### config.mk
export PLATFORM = sky130hd
export DESIGN_NAME = lpr_match
export DESIGN_NICKNAME = d
export VERILOG_FILES = /design/src/hdl/lpr_match.sv
export SDC_FILE = /design/constraint.sdc
export NUM_CORES = 1
export LEC_CHECK = 0
export BUFFER_PORTS_ARGS = -buffer_cell sky130_fd_sc_hd__clkbuf_2
export CORE_AREA = 2 2 102 104
export DETAILED_ROUTE_END_ITERATION = 8
export DIE_AREA = 0 0 104 106
export GPL_ROUTABILITY_DRIVEN = 0
export MAX_ROUTING_LAYER = met4
export PLACE_DENSITY = 0.62
export SETUP_SLACK_MARGIN = 0.2
export SYNTH_ARGS = -nofsm -noshare
export SYNTH_HDL_FRONTEND = slang
export SYNTH_SLANG_ARGS = --single-unit
### constraint.sdc
create_clock -name vclk -period 2.2
set_clock_uncertainty 0.2 [all_clocks]
set_input_delay 0.11 -clock vclk [all_inputs]
set_output_delay 0.11 -clock vclk [all_outputs]
set_load 0.05 [all_outputs]
### src/hdl/lpr_match.sv
// lpr_match: masked 128-bit prefix compare shared by every lookup step
// depends on nothing but its ports
`default_nettype none

module lpr_match (
  input  logic [127:0] dest,
  input  logic [127:0] prefix,
  input  logic [7:0]   len,
  output logic         hit
);

  logic [127:0] mask;

  // bit 127 is the first bit of the address
  always_comb begin
    for (int j = 0; j < 128; j++) begin
      mask[127 - j] = (8'(j) < len);
    end
  end

  assign hit = (((dest ^ prefix) & mask) == '0);

endmodule

`default_nettype wire

==> tab_implementation.tex, run 1 <==
\begin{tabular}{lr}
\hline
Metric & Value \\
\hline
\multicolumn{2}{l}{\textbf{Outcome}} \\
Status & complete, but fails checks \\
Failing checks & setup timing \\
\multicolumn{2}{l}{\textbf{Layout}} \\
\# nets final & between 900 and 1000 \\
Footprint of the flip-flops and latches & 0 sq um \\
Area Growth Syn to Fin & 84.5\% \\
Layout cell share with drive strength beyond 1 & 54.7\% \\
Seq cells & 0 \\
Clock buffer instance count of the final layout & 0 \\
\# diodes & 0 \\
Final core area utilization & $\sim$50\% \\
Most common cell after layout, fill and taps aside & sky130\_fd\_sc\_hd\_\_clkbuf\_2 \\
Commonest cells after routing, fill and taps aside & sky130\_fd\_sc\_hd\_\_clkbuf\_2 (260), sky130\_fd\_sc\_hd\_\_buf\_4 (83), sky130\_fd\_sc\_hd\_\_xnor2\_1 (65), sky130\_fd\_sc\_hd\_\_xor2\_1 (63), sky130\_fd\_sc\_hd\_\_a21oi\_1 (52) \\
Filler cell count in the final layout & roughly 1000 \\
\multicolumn{2}{l}{\textbf{Floorplan}} \\
Placeable core region & approximately 10000 sq um \\
Floorplan die width & 104 um \\
Die area & between 10000 and 15000 sq um \\
Starting density of the core & between 20\% and 30\% \\
Chip height & 106 um \\
Number of placed I/O pins & between 200 and 300 \\
Std cell rows & 37 \\
\multicolumn{2}{l}{\textbf{Flow run}} \\
Max-capacitance violation count & 0 \\
\multicolumn{2}{l}{\textbf{Timing}} \\
Final setup violation count & 1 \\
Slew margin rel. & roughly 69\% \\
Maximum clock frequency & roughly 370 MHz \\
Transition time at the pin with the least slew margin & 0.462 ns \\
Fin crit share & 122\% \\
Min cycle time layout & about 2.7 ns \\
Worst Hold Slack & roughly 0.88 ns \\
Final worst-path setup slack & -0.491 ns \\
Max-slew violation total from the final report & 0 \\
Unrepaired setup endpoints after global routing & yes \\
Final Hold Viols & 0 \\
\multicolumn{2}{l}{\textbf{Route}} \\
Final routed wire length divided by cell count & approximately 16 um \\
Via-per-instance ratio & between 5 and 6 \\
Vias & around 4400 \\
Total wire length & 14000 um \\
Count of nets left with antenna violations after detail routing & 0 \\
Number of DRC markers in iteration 0 & 340 \\
Remaining routing DRC violations & 0 \\
Number of optimization iterations in the first detailed-route pass & 5 \\
\multicolumn{2}{l}{\textbf{Yosys}} \\
Top cell type by total area after synthesis & sky130\_fd\_sc\_hd\_\_xnor2\_1 \\
Synth top area share & 21.1\% \\
Warnings from Yosys & 0 \\
Cell variety after synth & between 50 and 60 \\
Fraction of the yosys area taken by sequential cells & 0\% \\
Synthesized instance count & 384 \\
Post-synth net total & $\sim$650 \\
Largest cells by area after synthesis & sky130\_fd\_sc\_hd\_\_xnor2\_1 (21\%), sky130\_fd\_sc\_hd\_\_xor2\_1 (20\%), sky130\_fd\_sc\_hd\_\_a21oi\_1 (10\%) \\
Post-synthesis area per instance & approximately 7 sq um \\
Area of the mapped netlist & $\sim$2700 sq um \\
\multicolumn{2}{l}{\textbf{Power}} \\
Peak supply drop & 83.1 uV \\
Total power density per cell area & 203 nW/um\^{}2 \\
Static leakage & around 2.4 nW \\
\multicolumn{2}{l}{\textbf{Placed design}} \\
Count of input and output buffers & 265 \\
Half-perimeter wire length of the detailed placement result & around 12000 um \\
\multicolumn{2}{l}{\textbf{Global routing}} \\
Tot GR Track Use & 23.7\% \\
Largest net degree at the start of global routing & 18 \\
Number of antenna violations at the first check in global routing & 0 \\
Global route total overflow & 0 \\
First-pass GRT wire length & $\sim$21000 um \\
Via count of the first global-routing pass & 4274 \\
\multicolumn{2}{l}{\textbf{Setup path}} \\
Setup Crit Path Kind & input pin to output port \\
Max Fanout on Critical Path & 17 \\
Required arrival time at the worst endpoint & about 1.9 ns \\
Category of the worst setup path launch point & input pin \\
CP Capture Type & output port \\
Signal arrival time at the worst endpoint & roughly 2.4 ns \\
\multicolumn{2}{l}{\textbf{CTS}} \\
Hold bufs inserted after CTS & 0 \\
\multicolumn{2}{l}{\textbf{Min path}} \\
Worst min path class & input pin to output port \\
\hline
\end{tabular}
worst paths after layout:
kind | start | slack, ns | to | cells past startpoint
worst min-delay path | dest[50] | 0.88 | hit | 6
worst max-delay path | len[2] | -0.49 | hit | 10
cell type report:
type,count,area (sq um),area share (%)
inverters,2,7.51,0.151
multi-input cells,362,2720,54.6
well taps,136,170,3.42
repair buffers,353,2080,41.8
worst max-delay path, stage by stage:
cell	delay, ns
sky130_fd_sc_hd__clkbuf_2	0.14
sky130_fd_sc_hd__buf_4	0.22
sky130_fd_sc_hd__and2_2	0.25
sky130_fd_sc_hd__o21ai_1	0.22
sky130_fd_sc_hd__nand2_1	0.11
sky130_fd_sc_hd__a2111oi_2	0.41
sky130_fd_sc_hd__nand4_1	0.20
sky130_fd_sc_hd__nor4_2	0.26
sky130_fd_sc_hd__and4bb_2	0.31
sky130_fd_sc_hd__buf_12	0.14
synth_stat cells (all sizes together), types with 2 or more instances:
cell,n
a2111oi,3
a211oi,2
a21o,3
a21oi,54
a22oi,8
a31o,4
a31oi,4
and2,2
and4bb,2
buf,16
clkbuf,5
inv,2
nand2,17
nand3,7
nand4,6
nand4bb,2
nor2,3
nor3,9
nor4,10
nor4b,3
o2111ai,5
o211a,2
o21a,5
o21ai,52
o22ai,2
o31ai,4
or3,2
or4,3
xnor2,65
xor2,63
where the power goes:
| group | internal (mW) | switching (mW) | total, mW |
|---|---|---|---|
| clock | 0 | 0 | 0 |
| sequential | 0 | 0 | 0 |
| combinational | 0.519 | 0.491 | 1.01 |
cell families after synthesis:
logic type,share of synthesized area (%)
adder cells (fa/ha/maj),0.372
buffers and inverters,4.37
AO/OA/AOI/OAI,35.6
XOR/XNOR,41.6
AND/OR/NAND/NOR,18.0
metal layers:
layer	track usage, %	wire length (um)
met5	-	0
met1	27.1	5450
met4	4.05	199
met3	3.07	1130
met2	44.6	7260
through the flow:
stage | total power, mW | cells | setup TNS, ns | instance area (sq um) | worst slack [ns]
after floorplan | 0.423 | 384 | -0.0933 | 2700 | -0.0933
after global placement | 0.936 | 845 | -0.436 | 4740 | -0.436
after detailed placement | 0.946 | 845 | -0.564 | 4740 | -0.564
final | 1.01 | 853 | -0.491 | 4970 | -0.491
after global routing | 1.09 | 853 | -0.608 | 4970 | -0.608
after CTS | 0.955 | 846 | -0.408 | 4760 | -0.408
timing repair:
item	CTS	global route
buffers inserted	1	5
pin swaps	5	26
cloned	0	2
gates resized for setup	4	58
endpoints found under the setup margin	1	1
Note: power is estimated with default switching activity, not from simulation.
==> inputs of run 2 (changes only) <==
==> constraint.sdc (replaced) <==
create_clock -name vclk -period 2.2
set_clock_uncertainty 0.2 [all_clocks]
set_input_delay 0 -clock vclk [all_inputs]
set_output_delay 0 -clock vclk [all_outputs]
set_load 0.05 [all_outputs]
==> run 2 against run 1 <==
  * The run still ends with setup timing left
  * Power fell by 1.3%
  * Critical path depth did not move
  * Combinational power about the same
  * Worst hold slack lost 0.25 ns
  * Flip-flop and latch count is the same
  * Routed wire length down 1.4%
  * First-iteration DRC count is 14% lower
  * Non-clock buffer count decreased by 3
  * Maximum frequency rose by 12%
  * Critical path type unchanged
==> tab_implementation.tex, run 2 (synthesized netlist as in run 1, its figures left out) <==
\begin{tabular}{lr}
\hline
Metric & Value \\
\hline
\multicolumn{2}{l}{\textbf{Floorplan}} \\
Die area & 11000 sq um (unchanged) \\
Starting density of the core & 26.9\% (unchanged) \\
Chip height & 106 um (unchanged) \\
Std cell rows & 37 (unchanged) \\
Floorplan die width & 104 um (unchanged) \\
Placeable core region & 10000 sq um (unchanged) \\
Number of placed I/O pins & 265 (unchanged) \\
\multicolumn{2}{l}{\textbf{Setup path}} \\
CP Capture Type & output port \\
Category of the worst setup path launch point & input pin \\
Max Fanout on Critical Path & 7 (-10) \\
Required arrival time at the worst endpoint & 2.00 ns (+0.11 ns) \\
Setup Crit Path Kind & input pin to output port \\
Signal arrival time at the worst endpoint & 2.21 ns (-0.17 ns) \\
\multicolumn{2}{l}{\textbf{Power}} \\
Total power density per cell area & 200 nW/um\^{}2 (-1.8\%) \\
Cell-internal power & 0.517 mW (-0.40\%) \\
Static leakage & 2.40 nW (+0.56\%) \\
Overall Power & 0.997 mW (-1.3\%) \\
Net switching share of the total power & 48.2\% (-0.47 points) \\
Peak supply drop & 74.9 uV (-9.9\%) \\
Share of power burned in the clock network & 0\% (unchanged) \\
Switching pwr & 0.480 mW (-2.3\%) \\
Sequential Power Share & 0\% (unchanged) \\
Comb power frac & 100.0\% (about the same) \\
\multicolumn{2}{l}{\textbf{Timing}} \\
Max-slew violation total from the final report & 0 (unchanged) \\
Fin crit share & 109\% (-13 points) \\
Transition time at the pin with the least slew margin & 0.458 ns (-0.00391 ns) \\
Maximum clock frequency & 416 MHz (+12\%) \\
Slew margin rel. & 68.7\% (-0.42 points) \\
Final worst-path setup slack & -0.206 ns (+0.285 ns) \\
Final setup violation count & 1 (unchanged) \\
Unrepaired setup endpoints after global routing & yes \\
Final Hold Viols & 0 (unchanged) \\
Min cycle time layout & 2.41 ns (-0.285 ns) \\
\multicolumn{2}{l}{\textbf{Flow run}} \\
Max-capacitance violation count & 0 (unchanged) \\
\multicolumn{2}{l}{\textbf{Layout}} \\
Seq cells & 0 (unchanged) \\
Clock buffer instance count of the final layout & 0 (unchanged) \\
\# nets final & 980 (-0.31\%) \\
Layout cell share with drive strength beyond 1 & 54.1\% (-0.61 points) \\
Footprint of the flip-flops and latches & 0 sq um (unchanged) \\
Area Growth Syn to Fin & 85.5\% \\
Most common cell after layout, fill and taps aside & sky130\_fd\_sc\_hd\_\_clkbuf\_2 \\
\# diodes & 0 (unchanged) \\
Commonest cells after routing, fill and taps aside & sky130\_fd\_sc\_hd\_\_clkbuf\_2 (260), sky130\_fd\_sc\_hd\_\_buf\_4 (70), sky130\_fd\_sc\_hd\_\_xnor2\_1 (65), sky130\_fd\_sc\_hd\_\_xor2\_1 (63), sky130\_fd\_sc\_hd\_\_a21oi\_1 (54) \\
Final non-filler cell total & 850 (-0.35\%) \\
\multicolumn{2}{l}{\textbf{Route}} \\
Count of nets left with antenna violations after detail routing & 0 (unchanged) \\
Number of DRC markers in iteration 0 & 294 (-14\%) \\
Vias & 4323 (-0.98\%) \\
Final routed wire length divided by cell count & 16.3 um (-1.1\%) \\
Via-per-instance ratio & 5.09 (-0.64\%) \\
Remaining routing DRC violations & 0 (unchanged) \\
Number of optimization iterations in the first detailed-route pass & 5 (unchanged) \\
Total wire length & 13800 um (-1.4\%) \\
\multicolumn{2}{l}{\textbf{Global routing}} \\
Global route total overflow & 0 (unchanged) \\
Met1 usage in global routing & 28.8\% (+1.8 points) \\
Fraction of met2 tracks used by global routing & 46.2\% (+1.6 points) \\
Busiest grt layer & met2 \\
Number of antenna violations at the first check in global routing & 0 (unchanged) \\
Via count of the first global-routing pass & 4322 (+1.1\%) \\
Global routing usage on met3 & 1.90\% (-1.2 points) \\
Tot GR Track Use & 24.2\% (+0.59 points) \\
Largest net degree at the start of global routing & 21 (+3) \\
First-pass GRT wire length & 21200 um (+2.8\%) \\
\multicolumn{2}{l}{\textbf{Outcome}} \\
Failing checks & setup timing \\
Status & complete, but fails checks \\
\multicolumn{2}{l}{\textbf{Min path}} \\
Worst min path class & input pin to output port \\
\multicolumn{2}{l}{\textbf{Placed design}} \\
Count of input and output buffers & 265 (unchanged) \\
Half-perimeter wire length of the detailed placement result & 11900 um (-2.1\%) \\
Number of cells after detailed placement & 832 (-1.5\%) \\
\hline
\end{tabular}
-- run 2: cell types whose count changed in the layout (fill, tap and decap cells not counted), moves of 2 or more --
cell	previous run	this run
sky130_fd_sc_hd__buf_4	83	70
sky130_fd_sc_hd__buf_6	5	12
sky130_fd_sc_hd__a21oi_1	52	54
sky130_fd_sc_hd__a21oi_2	2	0
-- run 2: layout make-up --
cell class | instances | area, sq um
multi-input combinational | 362 | 2730
timing repair buffer | 350 | 2090
tap | 136 | 170
inverter | 2 | 7.51
fill | 996 | 5010
-- run 2: final timing paths --
| kind | start | endpoint | slack, ns | cells past startpoint |
|---|---|---|---|---|
| worst min-delay path | len[6] | hit | 0.63 | 5 |
| worst max-delay path | len[7] | hit | -0.21 | 10 |
-- run 2: stage by stage --
step                      setup TNS, ns  hold slack (ns)  worst slack [ns]  utilization, %  area [sq um]
after global routing             -0.282            0.677            -0.282            49.9          4990
after detailed placement         -0.325            0.655            -0.325            46.4          4640
final                            -0.206            0.628            -0.206            49.9          4990
after floorplan                       0            0.304             0.127               -          2700
after CTS                        -0.123            0.622            -0.123            49.1          4910
after global placement           -0.229            0.649            -0.229            46.4          4640
-- run 2: routing by layer --
metal / vias to the layer above / wire length (um)
met2: 241 / 7150
met5: - / 0
met3: 14 / 1020
met1: 1966 / 5520
li1: 2102 / -
met4: 0 / 143
-- run 2: power by group through the flow --
stage | clock network [mW] | logic (mW) | registers, mW
2_1_floorplan | 0 | 0.423 | 0
3_3_place_gp | 0 | 0.917 | 0
3_5_place_dp | 0 | 0.924 | 0
4_1_cts | 0 | 0.980 | 0
5_1_grt | 0 | 1.08 | 0
6_report | 0 | 0.997 | 0
-- run 2: critical path, stage by stage --
cell                        delay, ns
sky130_fd_sc_hd__clkbuf_16       0.14
sky130_fd_sc_hd__buf_6           0.12
sky130_fd_sc_hd__or2_4           0.27
sky130_fd_sc_hd__nor3_4          0.28
sky130_fd_sc_hd__a21oi_1         0.10
sky130_fd_sc_hd__a2111oi_0       0.44
sky130_fd_sc_hd__nand4_1         0.21
sky130_fd_sc_hd__nor4_2          0.18
sky130_fd_sc_hd__and4bb_2        0.31
sky130_fd_sc_hd__buf_12          0.14
-- run 2: timing repair --
action,4_1_cts,5_1_grt
setup endpoints to repair,1,1
hold buffers,0,0
pin swaps,26,10
resized for setup,45,14
gates cloned,3,0
setup buffers,12,3
==> inputs of run 3 (changes only) <==
--- a/config.mk
+++ b/config.mk
@@ -6,12 +6,13 @@
 export NUM_CORES = 1
 export LEC_CHECK = 0
 export BUFFER_PORTS_ARGS = -buffer_cell sky130_fd_sc_hd__clkbuf_2
-export CORE_AREA = 2 2 102 104
+export CORE_AREA = 2 2 103 105
 export DETAILED_ROUTE_END_ITERATION = 8
-export DIE_AREA = 0 0 104 106
+export DIE_AREA = 0 0 105 107
 export GPL_ROUTABILITY_DRIVEN = 0
 export MAX_ROUTING_LAYER = met4
-export PLACE_DENSITY = 0.62
+export PLACE_DENSITY = 0.58
+export RECOVER_POWER = 100
 export SETUP_SLACK_MARGIN = 0.2
 export SYNTH_ARGS = -nofsm -noshare
 export SYNTH_HDL_FRONTEND = slang
==> constraint.sdc (replaced) <==
create_clock -name vclk -period 3
set_clock_uncertainty 0.2 [all_clocks]
set_input_delay 0 -clock vclk [all_inputs]
set_output_delay 0 -clock vclk [all_outputs]
set_load 0.05 [all_outputs]
==> run 3 against run 2 <==
  * The run now ends clean
  * First-iteration DRC count is 37% lower
  * Routed wire length is 4.7% lower
  * Largest cell class unchanged
  * Flip-flop and latch count stayed put
  * Non-clock buffer count is 75 lower
==> tab_implementation.tex, run 3 (synthesized netlist as in run 1, its figures left out) <==
\begin{tabular}{lr}
\hline
Metric & Value \\
\hline
\multicolumn{2}{l}{\textbf{Outcome}} \\
Status & finished, final reports clean \\
\multicolumn{2}{l}{\textbf{Global routing}} \\
Tot GR Track Use & 22.8\% (-1.5 points) \\
Number of antenna violations at the first check in global routing & 0 (unchanged) \\
Global route total overflow & 0 (unchanged) \\
Largest net degree at the start of global routing & 26 (+24\%) \\
First-pass GRT wire length & 19800 um (-6.6\%) \\
Via count of the first global-routing pass & 3898 (-9.8\%) \\
\multicolumn{2}{l}{\textbf{Timing}} \\
Final setup violation count & 0 (-1) \\
Max-slew violation total from the final report & 0 (unchanged) \\
Fin crit share & between 80\% and 90\% \\
Unrepaired setup endpoints after global routing & no \\
Transition time at the pin with the least slew margin & 0.647 ns (+0.190 ns) \\
Final Hold Viols & 0 (unchanged) \\
Worst Hold Slack & 0.639 ns (+0.0107 ns) \\
Maximum clock frequency & 385 MHz \\
Min cycle time layout & approximately 2.6 ns \\
Slew margin rel. & 56.4\% (-12 points) \\
Post-Route Setup TNS & 0 ns (+0.206 ns) \\
\multicolumn{2}{l}{\textbf{Route}} \\
Vias & 3905 (-9.7\%) \\
Number of DRC markers in iteration 0 & 185 (-37\%) \\
Total wire length & 13200 um (-4.7\%) \\
Final routed wire length divided by cell count & 17.0 um (+4.7\%) \\
Number of optimization iterations in the first detailed-route pass & 4 (-1) \\
Count of nets left with antenna violations after detail routing & 0 (unchanged) \\
Via-per-instance ratio & 5.05 (-0.80\%) \\
Remaining routing DRC violations & 0 (unchanged) \\
\multicolumn{2}{l}{\textbf{Floorplan}} \\
Std cell rows & 37 (unchanged) \\
Starting density of the core & 26.7\% (-0.25 points) \\
Floorplan die width & 105 um (+0.96\%) \\
Number of placed I/O pins & 265 (unchanged) \\
Placeable core region & 10100 sq um (+0.93\%) \\
Chip height & 107 um (+0.94\%) \\
Die area & 11200 sq um (+1.9\%) \\
\multicolumn{2}{l}{\textbf{Min path}} \\
Hold Crit Start & dest[50] \\
Worst min-delay path endpoint & hit \\
Instance count along the most critical hold path & 6 (+1) \\
Worst min path class & input pin to output port \\
\multicolumn{2}{l}{\textbf{Flow run}} \\
Max-capacitance violation count & 0 (unchanged) \\
\multicolumn{2}{l}{\textbf{Placed design}} \\
Half-perimeter wire length of the detailed placement result & 11600 um (-2.5\%) \\
Count of input and output buffers & 265 (unchanged) \\
Placed instance area & 4170 sq um (-10\%) \\
\multicolumn{2}{l}{\textbf{Power}} \\
Share of power burned in the clock network & 0\% (unchanged) \\
Sequential Power Share & 0\% (unchanged) \\
Cell-internal power & 0.301 mW (-42\%) \\
Net switching share of the total power & 51.6\% (+3.4 points) \\
Comb power frac & 100.0\% (about the same) \\
Total power density per cell area & 148 nW/um\^{}2 (-26\%) \\
Peak supply drop & 67.5 uV (-10\%) \\
Switching pwr & 0.321 mW (-33\%) \\
Static leakage & 1.97 nW (-18\%) \\
\multicolumn{2}{l}{\textbf{Setup path}} \\
Setup Crit Path Kind & input pin to output port \\
CP Capture Type & output port \\
Max Fanout on Critical Path & 15 (+8) \\
Series of cell instances along the critical path & clkbuf\_2, or2\_1, nor3\_4, a22oi\_1, a2111oi\_2, nand4\_1, nor4\_1, and4bb\_1, buf\_12 \\
Highest-delay cell along the critical path & sky130\_fd\_sc\_hd\_\_or2\_1 \\
Signal arrival time at the worst endpoint & 2.40 ns (+0.19 ns) \\
Required arrival time at the worst endpoint & 2.80 ns (+0.80 ns) \\
Category of the worst setup path launch point & input pin \\
Crit path largest cell delay & 0.47 ns (+0.03 ns) \\
\multicolumn{2}{l}{\textbf{Layout}} \\
\# diodes & 0 (unchanged) \\
Area Growth Syn to Fin & 55.9\% \\
Commonest cells after routing, fill and taps aside & sky130\_fd\_sc\_hd\_\_clkbuf\_2 (261), sky130\_fd\_sc\_hd\_\_xnor2\_1 (65), sky130\_fd\_sc\_hd\_\_xor2\_1 (63), sky130\_fd\_sc\_hd\_\_a21oi\_1 (54), sky130\_fd\_sc\_hd\_\_o21ai\_0 (50) \\
Post-route cell area & 4200 sq um (-16\%) \\
\# nets final & 904 (-7.8\%) \\
Footprint of the flip-flops and latches & 0 sq um (unchanged) \\
Seq cells & 0 (unchanged) \\
Most common cell after layout, fill and taps aside & sky130\_fd\_sc\_hd\_\_clkbuf\_2 \\
Clock buffer instance count of the final layout & 0 (unchanged) \\
Layout cell share with drive strength beyond 1 & 45.8\% (-8.3 points) \\
\multicolumn{2}{l}{\textbf{CTS}} \\
Hold bufs inserted after CTS & 0 (unchanged) \\
\hline
\end{tabular}
## run 3: how the worst max path moves through the flow
stage                start  cells after the start  endpoint
floorplan           len[3]                      8       hit
CTS                 len[7]                      9       hit
detailed placement  len[7]                      9       hit
finish              len[6]                      9       hit
global placement    len[7]                      9       hit
global route        len[6]                      9       hit
## run 3: metal layers
metal  track usage, %  wire length, um  vias up
met5                -                0        -
met2             43.9             6950      218
li1                 -                -     1945
met3             2.49             1050       10
met4             1.81              102        0
met1             26.3             5080     1732
## run 3: power groups by stage
stage          sequential (mW)  clock (mW)  combinational (mW)
5_1_grt                      0           0               0.684
3_5_place_dp                 0           0               0.618
3_3_place_gp                 0           0               0.617
2_1_floorplan                0           0               0.309
6_report                     0           0               0.622
4_1_cts                      0           0               0.622
## run 3: layout make-up
cell class                 count  area (sq um)
tap                          136           170
inverter                       2          7.51
fill                        1117          5890
timing repair buffer         275          1430
multi-input combinational    361          2590
## run 3: critical path, delay by kind of cell
family | cells | cell delay [ns]
simple gates | 5 | 1.48
compound gates | 2 | 0.52
buf+inv | 2 | 0.39
## run 3: repair_timing
action                     in CTS  in global routing
buffers inserted                0                  2
gates resized for setup         0                  7
setup endpoints to repair       0                  1
## run 3: stage by stage
stage / util [%] / std cells / setup WS, ns / power [mW]
after global routing: 41.6 / 774 / 0.204 / 0.684
after global placement: 41.3 / 772 / 0.394 / 0.617
final: 41.6 / 774 / 0.399 / 0.622
after CTS: 41.3 / 772 / 0.359 / 0.622
after detailed placement: 41.3 / 772 / 0.365 / 0.618
after floorplan: - / 384 / 0.762 / 0.309
